File: src/wsd_pkg.sv
// Shared types and constants of the WebSocket frame deframer.
package wsd_pkg;

  typedef enum logic [2:0] {
    PH_HDR0    = 3'd0,
    PH_HDR1    = 3'd1,
    PH_EXTLEN  = 3'd2,
    PH_KEY     = 3'd3,
    PH_PAYLOAD = 3'd4,
    PH_SKIP    = 3'd5
  } phase_t;

  typedef enum logic [2:0] {
    ST_BUSY     = 3'd0,
    ST_OK       = 3'd1,
    ST_SHORT    = 3'd2,
    ST_CONTROL  = 3'd3,
    ST_BADOP    = 3'd4,
    ST_UNMASKED = 3'd5
  } status_t;

  typedef enum logic [1:0] {
    LEN_7  = 2'd0,
    LEN_16 = 2'd1,
    LEN_64 = 2'd2
  } len_kind_t;

  localparam logic [3:0] OP_CONT  = 4'h0;
  localparam logic [3:0] OP_TEXT  = 4'h1;
  localparam logic [3:0] OP_CLOSE = 4'h8;
  localparam logic [3:0] OP_PING  = 4'h9;
  localparam logic [3:0] OP_PONG  = 4'hA;

  localparam logic [6:0] LEN16_CODE = 7'd126;
  localparam logic [6:0] LEN64_CODE = 7'd127;
  localparam int unsigned MASK_BIT  = 7;

  localparam logic [3:0] EXT16_BYTES = 4'd2;
  localparam logic [3:0] EXT64_BYTES = 4'd8;
  localparam logic [3:0] KEY_BYTES   = 4'd4;

endpackage

File: src/wsd_ifs.sv
// Valid/ready channel interfaces for the deframer's byte input and result output.
interface wsd_in_if import wsd_pkg::*; (input logic clk);
  logic       valid;
  logic       ready;
  logic [7:0] data_byte;
  logic       chunk_end;

  modport source (output valid, data_byte, chunk_end, input ready);
  modport sink   (input valid, data_byte, chunk_end, output ready);
endinterface

interface wsd_out_if import wsd_pkg::*; (input logic clk);
  logic       valid;
  logic       ready;
  logic       out_valid;
  logic [7:0] out_byte;
  logic       msg_last;
  status_t    status;

  modport source (output valid, out_valid, out_byte, msg_last, status, input ready);
  modport sink   (input valid, out_valid, out_byte, msg_last, status, output ready);
endinterface

File: src/websocket_frame_deframer.sv
// Top level: byte-serial WebSocket frame parser and payload unmasker.
//
//  channel   | dir | payload                                  | handshake
//  in_ch     | in  | data_byte[7:0], chunk_end                | valid/ready
//  out_ch    | out | out_valid, out_byte[7:0], msg_last,      | valid/ready
//            |     | status[2:0]                              |
//
// One byte per cycle sustained while out_ch is not stalled; a result is made as
// its byte passes the input register, then the result register. The parser
// state advances once per byte as it moves from the input register into the
// result register. Synchronous active-low reset empties both registers and
// puts the parser on the first header byte. A stalled output holds the result;
// an empty input register still takes one more byte while the result waits.
module websocket_frame_deframer import wsd_pkg::*; (
  input  logic       clk,
  input  logic       rst_n,
  wsd_in_if.sink     in_ch,
  wsd_out_if.source  out_ch
);

  // input register
  logic       s1_valid_r;
  logic [7:0] s1_byte_r;
  logic       s1_last_r;

  // result register
  logic       res_vld_r;
  logic       res_bvalid_r;
  logic [7:0] res_byte_r;
  logic       res_mlast_r;
  status_t    res_status_r;

  // parser state
  phase_t     phase_r, phase_nxt;
  logic [3:0] field_index_r, field_index_nxt;
  len_kind_t  wide_length_r, wide_length_nxt;
  logic       is_masked_r, is_masked_nxt;
  logic [63:0] remaining_r, remaining_nxt;
  logic [31:0] mask_key_r, mask_key_nxt;
  logic [1:0] key_pos_r, key_pos_nxt;

  logic       advance;
  logic       s1_fire;
  logic [3:0] fi_inc;
  logic [3:0] ext_need;
  logic [3:0] opcode;
  logic [6:0] len7;
  logic [7:0] key_byte;

  logic       decided;
  logic       r_bvalid;
  logic [7:0] r_byte;
  logic       r_mlast;
  status_t    r_status;

  assign advance     = !res_vld_r || out_ch.ready;
  assign s1_fire     = s1_valid_r && advance;
  assign in_ch.ready = !s1_valid_r || advance;

  assign fi_inc   = field_index_r + 4'd1;
  assign ext_need = (wide_length_r == LEN_16) ? EXT16_BYTES : EXT64_BYTES;
  assign opcode   = s1_byte_r[3:0];
  assign len7     = s1_byte_r[6:0];

  always_comb begin
    case (key_pos_r)
      2'd0:    key_byte = mask_key_r[31:24];
      2'd1:    key_byte = mask_key_r[23:16];
      2'd2:    key_byte = mask_key_r[15:8];
      default: key_byte = mask_key_r[7:0];
    endcase
  end

  // result of the byte in the input register
  always_comb begin
    decided  = 1'b0;
    r_bvalid = 1'b0;
    r_byte   = 8'd0;
    r_mlast  = 1'b0;
    r_status = ST_BUSY;
    case (phase_r)
      PH_HDR0: begin
        if (!s1_last_r) begin
          if (opcode inside {OP_CLOSE, OP_PING, OP_PONG}) begin
            r_status = ST_CONTROL;
            decided  = 1'b1;
          end else if (!(opcode inside {OP_CONT, OP_TEXT})) begin
            r_status = ST_BADOP;
            decided  = 1'b1;
          end
        end
      end
      PH_HDR1: begin
        if (len7 != LEN16_CODE && len7 != LEN64_CODE && !s1_byte_r[MASK_BIT]) begin
          r_status = ST_UNMASKED;
          decided  = 1'b1;
        end
      end
      PH_EXTLEN: begin
        if (fi_inc >= ext_need && !is_masked_r) begin
          r_status = ST_UNMASKED;
          decided  = 1'b1;
        end
      end
      PH_KEY: begin
        if (fi_inc >= KEY_BYTES && remaining_r == 64'd0) begin
          r_status = ST_OK;
          r_mlast  = 1'b1;
          decided  = 1'b1;
        end
      end
      PH_PAYLOAD: begin
        r_bvalid = 1'b1;
        r_byte   = s1_byte_r ^ key_byte;
        // this byte is the last one of the payload
        if (remaining_r == 64'd1) begin
          r_status = ST_OK;
          r_mlast  = 1'b1;
          decided  = 1'b1;
        end
      end
      default: decided = 1'b1;
    endcase
    if (s1_last_r && !decided) r_status = ST_SHORT;
  end

  // parser next state
  always_comb begin
    phase_nxt       = phase_r;
    field_index_nxt = field_index_r;
    wide_length_nxt = wide_length_r;
    is_masked_nxt   = is_masked_r;
    remaining_nxt   = remaining_r;
    mask_key_nxt    = mask_key_r;
    key_pos_nxt     = key_pos_r;
    case (phase_r)
      PH_HDR0: phase_nxt = PH_HDR1;
      PH_HDR1: begin
        is_masked_nxt   = s1_byte_r[MASK_BIT];
        field_index_nxt = 4'd0;
        remaining_nxt   = 64'd0;
        if (len7 == LEN16_CODE) begin
          wide_length_nxt = LEN_16;
          phase_nxt       = PH_EXTLEN;
        end else if (len7 == LEN64_CODE) begin
          wide_length_nxt = LEN_64;
          phase_nxt       = PH_EXTLEN;
        end else begin
          wide_length_nxt = LEN_7;
          remaining_nxt   = {57'd0, len7};
          if (s1_byte_r[MASK_BIT]) phase_nxt = PH_KEY;
        end
      end
      PH_EXTLEN: begin
        remaining_nxt   = {remaining_r[55:0], s1_byte_r};
        field_index_nxt = fi_inc;
        if (fi_inc >= ext_need) begin
          field_index_nxt = 4'd0;
          if (is_masked_r) phase_nxt = PH_KEY;
        end
      end
      PH_KEY: begin
        mask_key_nxt    = {mask_key_r[23:0], s1_byte_r};
        field_index_nxt = fi_inc;
        if (fi_inc >= KEY_BYTES) begin
          field_index_nxt = 4'd0;
          key_pos_nxt     = 2'd0;
          if (remaining_r != 64'd0) phase_nxt = PH_PAYLOAD;
        end
      end
      PH_PAYLOAD: begin
        key_pos_nxt   = key_pos_r + 2'd1;
        remaining_nxt = remaining_r - 64'd1;
      end
      default: phase_nxt = PH_SKIP;
    endcase
    if (decided) phase_nxt = PH_SKIP;
    // a chunk end always restarts at the first header byte
    if (s1_last_r) begin
      phase_nxt       = PH_HDR0;
      field_index_nxt = 4'd0;
    end
  end

  always_ff @(posedge clk) begin
    if (!rst_n) begin
      s1_valid_r    <= 1'b0;
      res_vld_r     <= 1'b0;
      phase_r       <= PH_HDR0;
      field_index_r <= 4'd0;
      wide_length_r <= LEN_7;
      is_masked_r   <= 1'b0;
      remaining_r   <= 64'd0;
      mask_key_r    <= 32'd0;
      key_pos_r     <= 2'd0;
    end else begin
      if (in_ch.ready) s1_valid_r <= in_ch.valid;
      if (advance) res_vld_r <= s1_valid_r;
      if (s1_fire) begin
        phase_r       <= phase_nxt;
        field_index_r <= field_index_nxt;
        wide_length_r <= wide_length_nxt;
        is_masked_r   <= is_masked_nxt;
        remaining_r   <= remaining_nxt;
        mask_key_r    <= mask_key_nxt;
        key_pos_r     <= key_pos_nxt;
      end
    end
  end

  always_ff @(posedge clk) begin
    if (in_ch.ready) begin
      s1_byte_r <= in_ch.data_byte;
      s1_last_r <= in_ch.chunk_end;
    end
    if (s1_fire) begin
      res_bvalid_r <= r_bvalid;
      res_byte_r   <= r_byte;
      res_mlast_r  <= r_mlast;
      res_status_r <= r_status;
    end
  end

  assign out_ch.valid     = res_vld_r;
  assign out_ch.out_valid = res_bvalid_r;
  assign out_ch.out_byte  = res_byte_r;
  assign out_ch.msg_last  = res_mlast_r;
  assign out_ch.status    = res_status_r;

endmodule

File: src/flat_wrapper.sv
// flat-port wrapper written by rule: the top's interface ports become plain ports
module websocket_frame_deframer_flat import wsd_pkg::*;
  (clk, rst_n, in_ch_valid, in_ch_data_byte, in_ch_chunk_end, in_ch_ready, out_ch_valid, out_ch_out_valid, out_ch_out_byte, out_ch_msg_last, out_ch_status, out_ch_ready);
  wsd_in_if in_ch_i (.clk(clk));
  wsd_out_if out_ch_i (.clk(clk));
  input  logic clk;
  input  logic rst_n;
  input wire logic [$bits(in_ch_i.valid)-1:0] in_ch_valid;
  input wire logic [$bits(in_ch_i.data_byte)-1:0] in_ch_data_byte;
  input wire logic [$bits(in_ch_i.chunk_end)-1:0] in_ch_chunk_end;
  output wire logic [$bits(in_ch_i.ready)-1:0] in_ch_ready;
  output wire logic [$bits(out_ch_i.valid)-1:0] out_ch_valid;
  output wire logic [$bits(out_ch_i.out_valid)-1:0] out_ch_out_valid;
  output wire logic [$bits(out_ch_i.out_byte)-1:0] out_ch_out_byte;
  output wire logic [$bits(out_ch_i.msg_last)-1:0] out_ch_msg_last;
  output wire logic [$bits(out_ch_i.status)-1:0] out_ch_status;
  input wire logic [$bits(out_ch_i.ready)-1:0] out_ch_ready;
  assign in_ch_i.valid = in_ch_valid;
  assign in_ch_i.data_byte = in_ch_data_byte;
  assign in_ch_i.chunk_end = in_ch_chunk_end;
  assign in_ch_ready = in_ch_i.ready;
  assign out_ch_valid = out_ch_i.valid;
  assign out_ch_out_valid = out_ch_i.out_valid;
  assign out_ch_out_byte = out_ch_i.out_byte;
  assign out_ch_msg_last = out_ch_i.msg_last;
  assign out_ch_status = out_ch_i.status;
  assign out_ch_i.ready = out_ch_ready;
  websocket_frame_deframer u_core (.clk(clk), .rst_n(rst_n), .in_ch(in_ch_i), .out_ch(out_ch_i));
endmodule
File: config.mk
export PLATFORM = sky130hd
export DESIGN_NAME = websocket_frame_deframer_flat
export DESIGN_NICKNAME = d
export VERILOG_FILES = /design/src/wsd_pkg.sv /design/src/wsd_ifs.sv /design/src/websocket_frame_deframer.sv /design/src/flat_wrapper.sv
export SDC_FILE = /design/constraint.sdc
export NUM_CORES = 1
export LEC_CHECK = 0
export BUFFER_PORTS_ARGS = -buffer_cell sky130_fd_sc_hd__clkbuf_2
export CORE_MARGIN = 4
export CORE_UTILIZATION = 60
export CTS_CLUSTER_DIAMETER = 60
export DETAILED_ROUTE_END_ITERATION = 10
export PLACE_DENSITY = 0.78
export SLEW_MARGIN = 10
export SYNTH_ARGS = -nofsm -noshare
export SYNTH_HDL_FRONTEND = slang
export SYNTH_SLANG_ARGS = --single-unit
File: constraint.sdc
create_clock -name clk -period 3.4 [get_ports clk]
set_input_delay 0.17 -clock clk [delete_from_list [all_inputs] [get_ports clk]]
set_output_delay 0.17 -clock clk [all_outputs]
set_load 0.05 [all_outputs]
=== After elaboration in Yosys (flattened, before gate mapping) ===
Cells that the tools add are included.

* Register bits after elaboration: 132
* Latch bits: 0
* Memory bits (writable): 0
* ROM bits: 0
* Bits of input ports: 13
* Word-level logic and storage cells: 114
* Memories: 0

* Add/sub/neg operators: 3
* $mul: 0
* Divide/modulo/power cells: 0
* Order comparisons: 2
* Equal/unequal tests: 23
* Shift operators: 0
* Muxes and demuxes: 41
* Bitwise operators: 1
* Reduce and logical (&&, ||, !) cells: 29

{| class="wikitable"
|+ Operator list
! cell !! number
|-
| one-hot mux 64 bit (3 select lines) || 1
|-
| == test 64 x 1 -> 1 bit, second input constant || 1
|-
| zero test 64 bit || 1
|-
| 2-to-1 mux 64 bit || 1
|-
| nonzero test 64 bit || 1
|-
| subtractor 64 x 1 -> 64 bit, second input constant || 1
|-
| 2-to-1 mux 3 bit || 14
|-
| one-hot mux 3 bit (5 select lines) || 2
|-
| one-hot mux 8 bit (3 select lines) || 1
|-
| 2-to-1 mux 4 bit || 4
|-
| inequality test 4 x 1 -> 1 bit, second input constant || 4
|-
| == test 7 bit, second input constant || 2
|-
| inequality test 7 bit, second input constant || 2
|-
| == test 4 bit, second input constant || 3
|-
| one-hot mux 4 bit (3 select lines) || 1
|-
| 2-to-1 mux 1 bit || 10
|-
| AND reduction 2 bit || 4
|-
| bitwise XOR 8 bit || 1
|-
| 2-to-1 mux 7 bit || 1
|-
| AND reduction 7 bit || 1
|-
| == test 3 x 2 -> 1 bit, second input constant || 2
|-
| logical AND 1 bit || 6
|-
| 2-to-1 mux 2 bit || 3
|-
| inequality test 6 x 1 -> 1 bit, second input constant || 1
|-
| other kinds (23) || 31
|}

=== Longest topological paths before layout ===
* Depth after elaboration: 8
* Gate-level depth with buffers: 11

=== Least setup slack after synthesis ===
Ideal clock, no wire load.

* Path kind: register to register
* Start point: reg u_core.remaining_r[4]
* End point: reg u_core.phase_r[1]
* Data arrival time: 2.542 ns
* Required time: 3.297 ns
* Setup slack: 0.755 ns
* Stages on the path, launching flop included: 8
* Buffers on the path: 0
* Clock period less this slack: 2.645 ns
* Cells stage by stage: dfxtp_1 -> or4_1 -> or4_1 -> or3_4 -> nor4_4 -> nor2_2 -> a31o_4 -> a2111oi_2

* Longest elaborated chain between the ends: 6

{| class="wikitable"
|+ Ends and longest elaborated chain
! what !! RTL line !! text
|-
| start, declared || websocket_frame_deframer.sv:38 || <nowiki>logic [63:0] remaining_r, remaining_nxt;</nowiki>
|-
| start signal, assigned || websocket_frame_deframer.sv:204 || <nowiki>remaining_r <= remaining_nxt;</nowiki>
|-
| zero test 64 bit || websocket_frame_deframer.sv:106 || <nowiki>if (fi_inc >= KEY_BYTES && remaining_r == 64'd0) begin</nowiki>
|-
| logical AND 1 bit || websocket_frame_deframer.sv:106 ||
|-
| 2-to-1 mux 1 bit || websocket_frame_deframer.sv:106 ||
|-
| one-hot mux 1 bit (5 select lines) || websocket_frame_deframer.sv:81 || <nowiki>case (phase_r)</nowiki>
|-
| inequality test 6 x 1 -> 1 bit (no source line) (tied with other cells) || n/a ||
|-
| AND reduction 7 bit (no source line) or 2-to-1 mux 3 bit (tied branches) || n/a ||
|-
| end signal, assigned || websocket_frame_deframer.sv:200 || <nowiki>phase_r <= phase_nxt;</nowiki>
|-
| end, declared || websocket_frame_deframer.sv:34 || <nowiki>phase_t phase_r, phase_nxt;</nowiki>
|}

Several ways; a longest one is shown, not always the timed one.
A chain may end at the register's enable or synchronous reset.

=== Worst setup path after layout ===
* Start point: reg u_core.remaining_r[8]
* End point: reg u_core.remaining_r[59]

* Longest elaborated chain between the ends: 2

{| class="wikitable"
|+ Ends and longest elaborated chain
! what !! RTL line !! text
|-
| subtractor 64 x 1 -> 64 bit || websocket_frame_deframer.sv:173 || <nowiki>remaining_nxt = remaining_r - 64'd1;</nowiki>
|-
| one-hot mux 64 bit (3 select lines) || websocket_frame_deframer.sv:136 || <nowiki>case (phase_r)</nowiki>
|}

Every way passes these cells.

==> impl_metrics.tcl <==
set metrics [dict create \
    slowest_delay_ns 0.61 \
    htreeDepth 4 \
    yosysWarnings 0 \
    ys_seq_elements 132 \
    track_usage_pct 30.67 \
    viasPerCell 6.732 \
    cts-root-buf "clkbuf_16" \
    path_clk_slew_ns 0.06 \
    grt_pass1_vias 6591 \
    crit_family "simple AND/OR/NAND/NOR gates" \
    seq_power_share_pct 43.5 \
    area_growth_syn_to_layout_pct 12.95 \
    routabilityCongestion 0.9593 \
    worst_setup_path_start_kind "register" \
    fin_setup_tns_ns 0 \
    finalHoldViolCount 0 \
    p_total_w 0.003769 \
    fin_crit_sh_pct 87.40 \
    ff_latch_area_mm2 0.002863 \
    start_util_pct 61.49 \
    synth-edff-count 22 \
    clockBufferDepth 2 \
    grt_max_degree 64 \
    cts_sinks 132 \
    multi_input_area_mm2 0.003894 \
    worst-path-buf-inv 1 \
    irDropWorstVdd_mv 0.5180 \
    max_slew_margin_pct 27.97 \
    ios 28 \
    synth_area_leaders "dfxtp_1, edfxtp_1, nand2_1" \
    crit_fanout 10 \
    synth_top_area_share_pct 31.23 \
    drc 0 \
    synth_area_leader_cell "dfxtp_1" \
    synth_cell_type_count 65 \
    p_switching_w 0.001017 \
    finalClockSkew_ns 0.01086 \
    grt_pass1_wl_mm 33.25 \
    numCtsBuffers 17 \
    powerDensity_mw_per_mm2 473.2 \
    required_ns 3.71 \
    power.clock.fraction_pct 45.8 \
    avgSynthCellArea_um2 7.835 \
    synthFlopType "dfxtp_1" \
    wl_mm 19.95 \
    rsz0062_at_grt "no" \
    vias 7196 \
    core_mm2 0.01147 \
    cts_tree "done" \
    synth_cells 900 \
    crit_slowest_cell "nor4_1" \
    final_antenna_net_count 0 \
    portBuffers 27 \
    wl_per_cell_um 18.66 \
    fillers 904 \
    die_w_um 116.4 \
    max_cap_violations 0 \
    path_cells "nor4_1 -> nand3_1 -> buf_4 -> nor4b_4 -> nand4_1 -> nor3_1 -> nand2_1 -> a32o_1" \
    drt-initial-drc-count 1083 \
    dr.pass1.iters 9 \
    finalSetupViolations 0 \
    pwr-share-comb_pct 10.7 \
    async_flop_share_pct 0 \
    hp-class "in2reg" \
    die_h_um 116.4 \
    leakagePower_nw 2.787 \
    sw_frac_of_total_pct 26.98 \
    diodes 0 \
    clk_latency_ns 0.42 \
    overflow 0 \
    dieArea_mm2 0.01355 \
    cp-end-kind "register" \
    synthesis.area_mm2 0.007052 \
    outcome "completed" \
    antenna_found_initial 0 \
    fmax_mhz 336.5 \
    yosysSeqAreaShare_pct 40.60 \
    synthesis.nets 923 \
    fin_crit_ns 2.971 \
    slew_violations 0 \
    p_int_w 0.002752 \
    fin_nets 936 \
    crit_type "reg2reg" \
    worstMarginPinSlew_ns 1.076 \
    cp_data_arrival_time_ns 3.28 \
    drive_above_1_share_pct 10.48 \
    dpl.hpwl_mm 13.12 \
    num_rows 39 \
]
cell usage after synthesis, types with 3 or more instances:
library cell and n:
a21oi_1 100, a22o_1 6, a211oi_1 3, nor3_1 34, buf_1 6, nor3b_1 6, and2_1 4, nand2_1 137
edfxtp_1 22, nor2_1 83, mux2i_1 5, or3_1 8, a31oi_1 5, a221oi_1 3, a32o_1 8, nand2b_1 10
nor2b_1 5, o22ai_1 10, nor4b_1 3, clkbuf_1 56, a22oi_1 17, nor4_1 29, inv_1 19, a32oi_1 14
o211ai_1 12, nand3_1 22, o21ai_0 71, or4_1 6, a222oi_1 8, dfxtp_1 110, nand4_1 8, xnor2_1 12
nand3b_1 4, and3_1 5, ha_1 10
registers in the layout (all words and copies together), names as in the netlist:
signal,flops
u_core.remaining_r,64
u_core.mask_key_r,32
u_core.out_ch.out_byte,8
u_core.s1_byte_r,8
u_core.field_index_r,4
u_core.out_ch.status,3
u_core.phase_r,3
u_core.key_pos_r,2
u_core.wide_length_r,2
u_core.is_masked_r,1
u_core.out_ch.msg_last,1
u_core.out_ch.out_valid,1
u_core.out_ch.valid,1
u_core.s1_last_r,1
u_core.s1_valid_r,1
final timing paths:
kind                                           start                             endpoint  slack (ns)  depth (start not counted)
hold reg to reg   u_core.mask_key_r[27]$_SDFFE_PN0P_   u_core.mask_key_r[27]$_SDFFE_PN0P_        0.46                          2
setup reg to reg  u_core.remaining_r[8]$_SDFFE_PN0P_  u_core.remaining_r[59]$_SDFFE_PN0P_        0.43                          8
hold / removal                          out_ch_ready     u_core.out_ch.valid$_SDFFE_PN0N_        0.11                          4
setup / recovery  u_core.remaining_r[8]$_SDFFE_PN0P_  u_core.remaining_r[59]$_SDFFE_PN0P_        0.43                          8
worst min-delay path, cell delays in order:
cell and delay (ns):
clkbuf_2 0.09, nor2b_1 0.07, nor2_1 0.10, nor2_1 0.04
layout by cell type (no fill, tap or decap), drive strengths merged, types with 6 or more instances in the layout:
cell type / instances
a21oi: 100
a222oi: 8
a22o: 6
a22oi: 17
a32o: 8
a32oi: 14
buf: 22
clkbuf: 45
dfxtp: 110
dlygate4sd3: 10
edfxtp: 22
ha: 10
inv: 23
nand2: 138
nand2b: 10
nand3: 22
nand4: 8
nor2: 84
nor3: 34
nor3b: 6
nor4: 32
o211ai: 12
o21ai: 72
o22ai: 10
or3: 9
or4: 6
xnor2: 12
power groups by stage:
stage | clock, W | combinational, W | sequential (W)
final | 0.00172 | 0.000405 | 0.00164
after global placement | 0 | 0.000378 | 0.00167
after detailed placement | 0 | 0.000382 | 0.00167
after floorplan | 0 | 0.000251 | 0.00168
after CTS | 0.00174 | 0.000393 | 0.00164
after global routing | 0.00181 | 0.000436 | 0.00164
repair_timing:
action                    CTS  global route
hold endpoints to repair   10             0
buffers inserted            0             0
resized for setup           0             0
hold buffers               10             0
kinds of logic (layout without fill, tap and decap cells):
group | after synthesis | count (layout) | synth area share (%)
AO/OA/AOI/OAI | 278 | 278 | 24.72
XOR/XNOR | 12 | 12 | 1.490
adder cells (fa/ha/maj) | 10 | 10 | 1.774
buffers and inverters | 84 | 110 | 4.524
flip-flops | 132 | 132 | 40.60
multiplexers | 5 | 5 | 0.7098
AND/OR/NAND/NOR | 379 | 379 | 26.19
per-stage QoR:
stage	util [%]	std cells	hold slack, ns	worst slack, ns	area (um^2)
after global routing	69.46	1069	0.1581	0.2345	7965
final	69.46	1069	0.1084	0.4285	7965
after floorplan	-	900	0.2689	0.7546	7052
after detailed placement	63.72	1027	0.3486	0.5095	7307
after CTS	69.46	1069	0.04775	0.5061	7965
after global placement	63.72	1027	0.3469	0.6496	7307
layer usage:
metal	GRT usage (%)	share of wire (%)
met5	0	0
met2	46.00	45
met4	10.52	2.0
met1	43.59	43
met3	7.098	10
area by class of cell:
class	instances	share of cell area, %
Multi-Input combinational cell	684	48.88
Sequential cell	132	35.94
Clock buffer	18	5.388
Timing Repair Buffer	59	5.027
Tap cell	143	2.246
Clock inverter	14	1.618
Inverter	19	0.8954
Power figures use the tool's default switching activity.
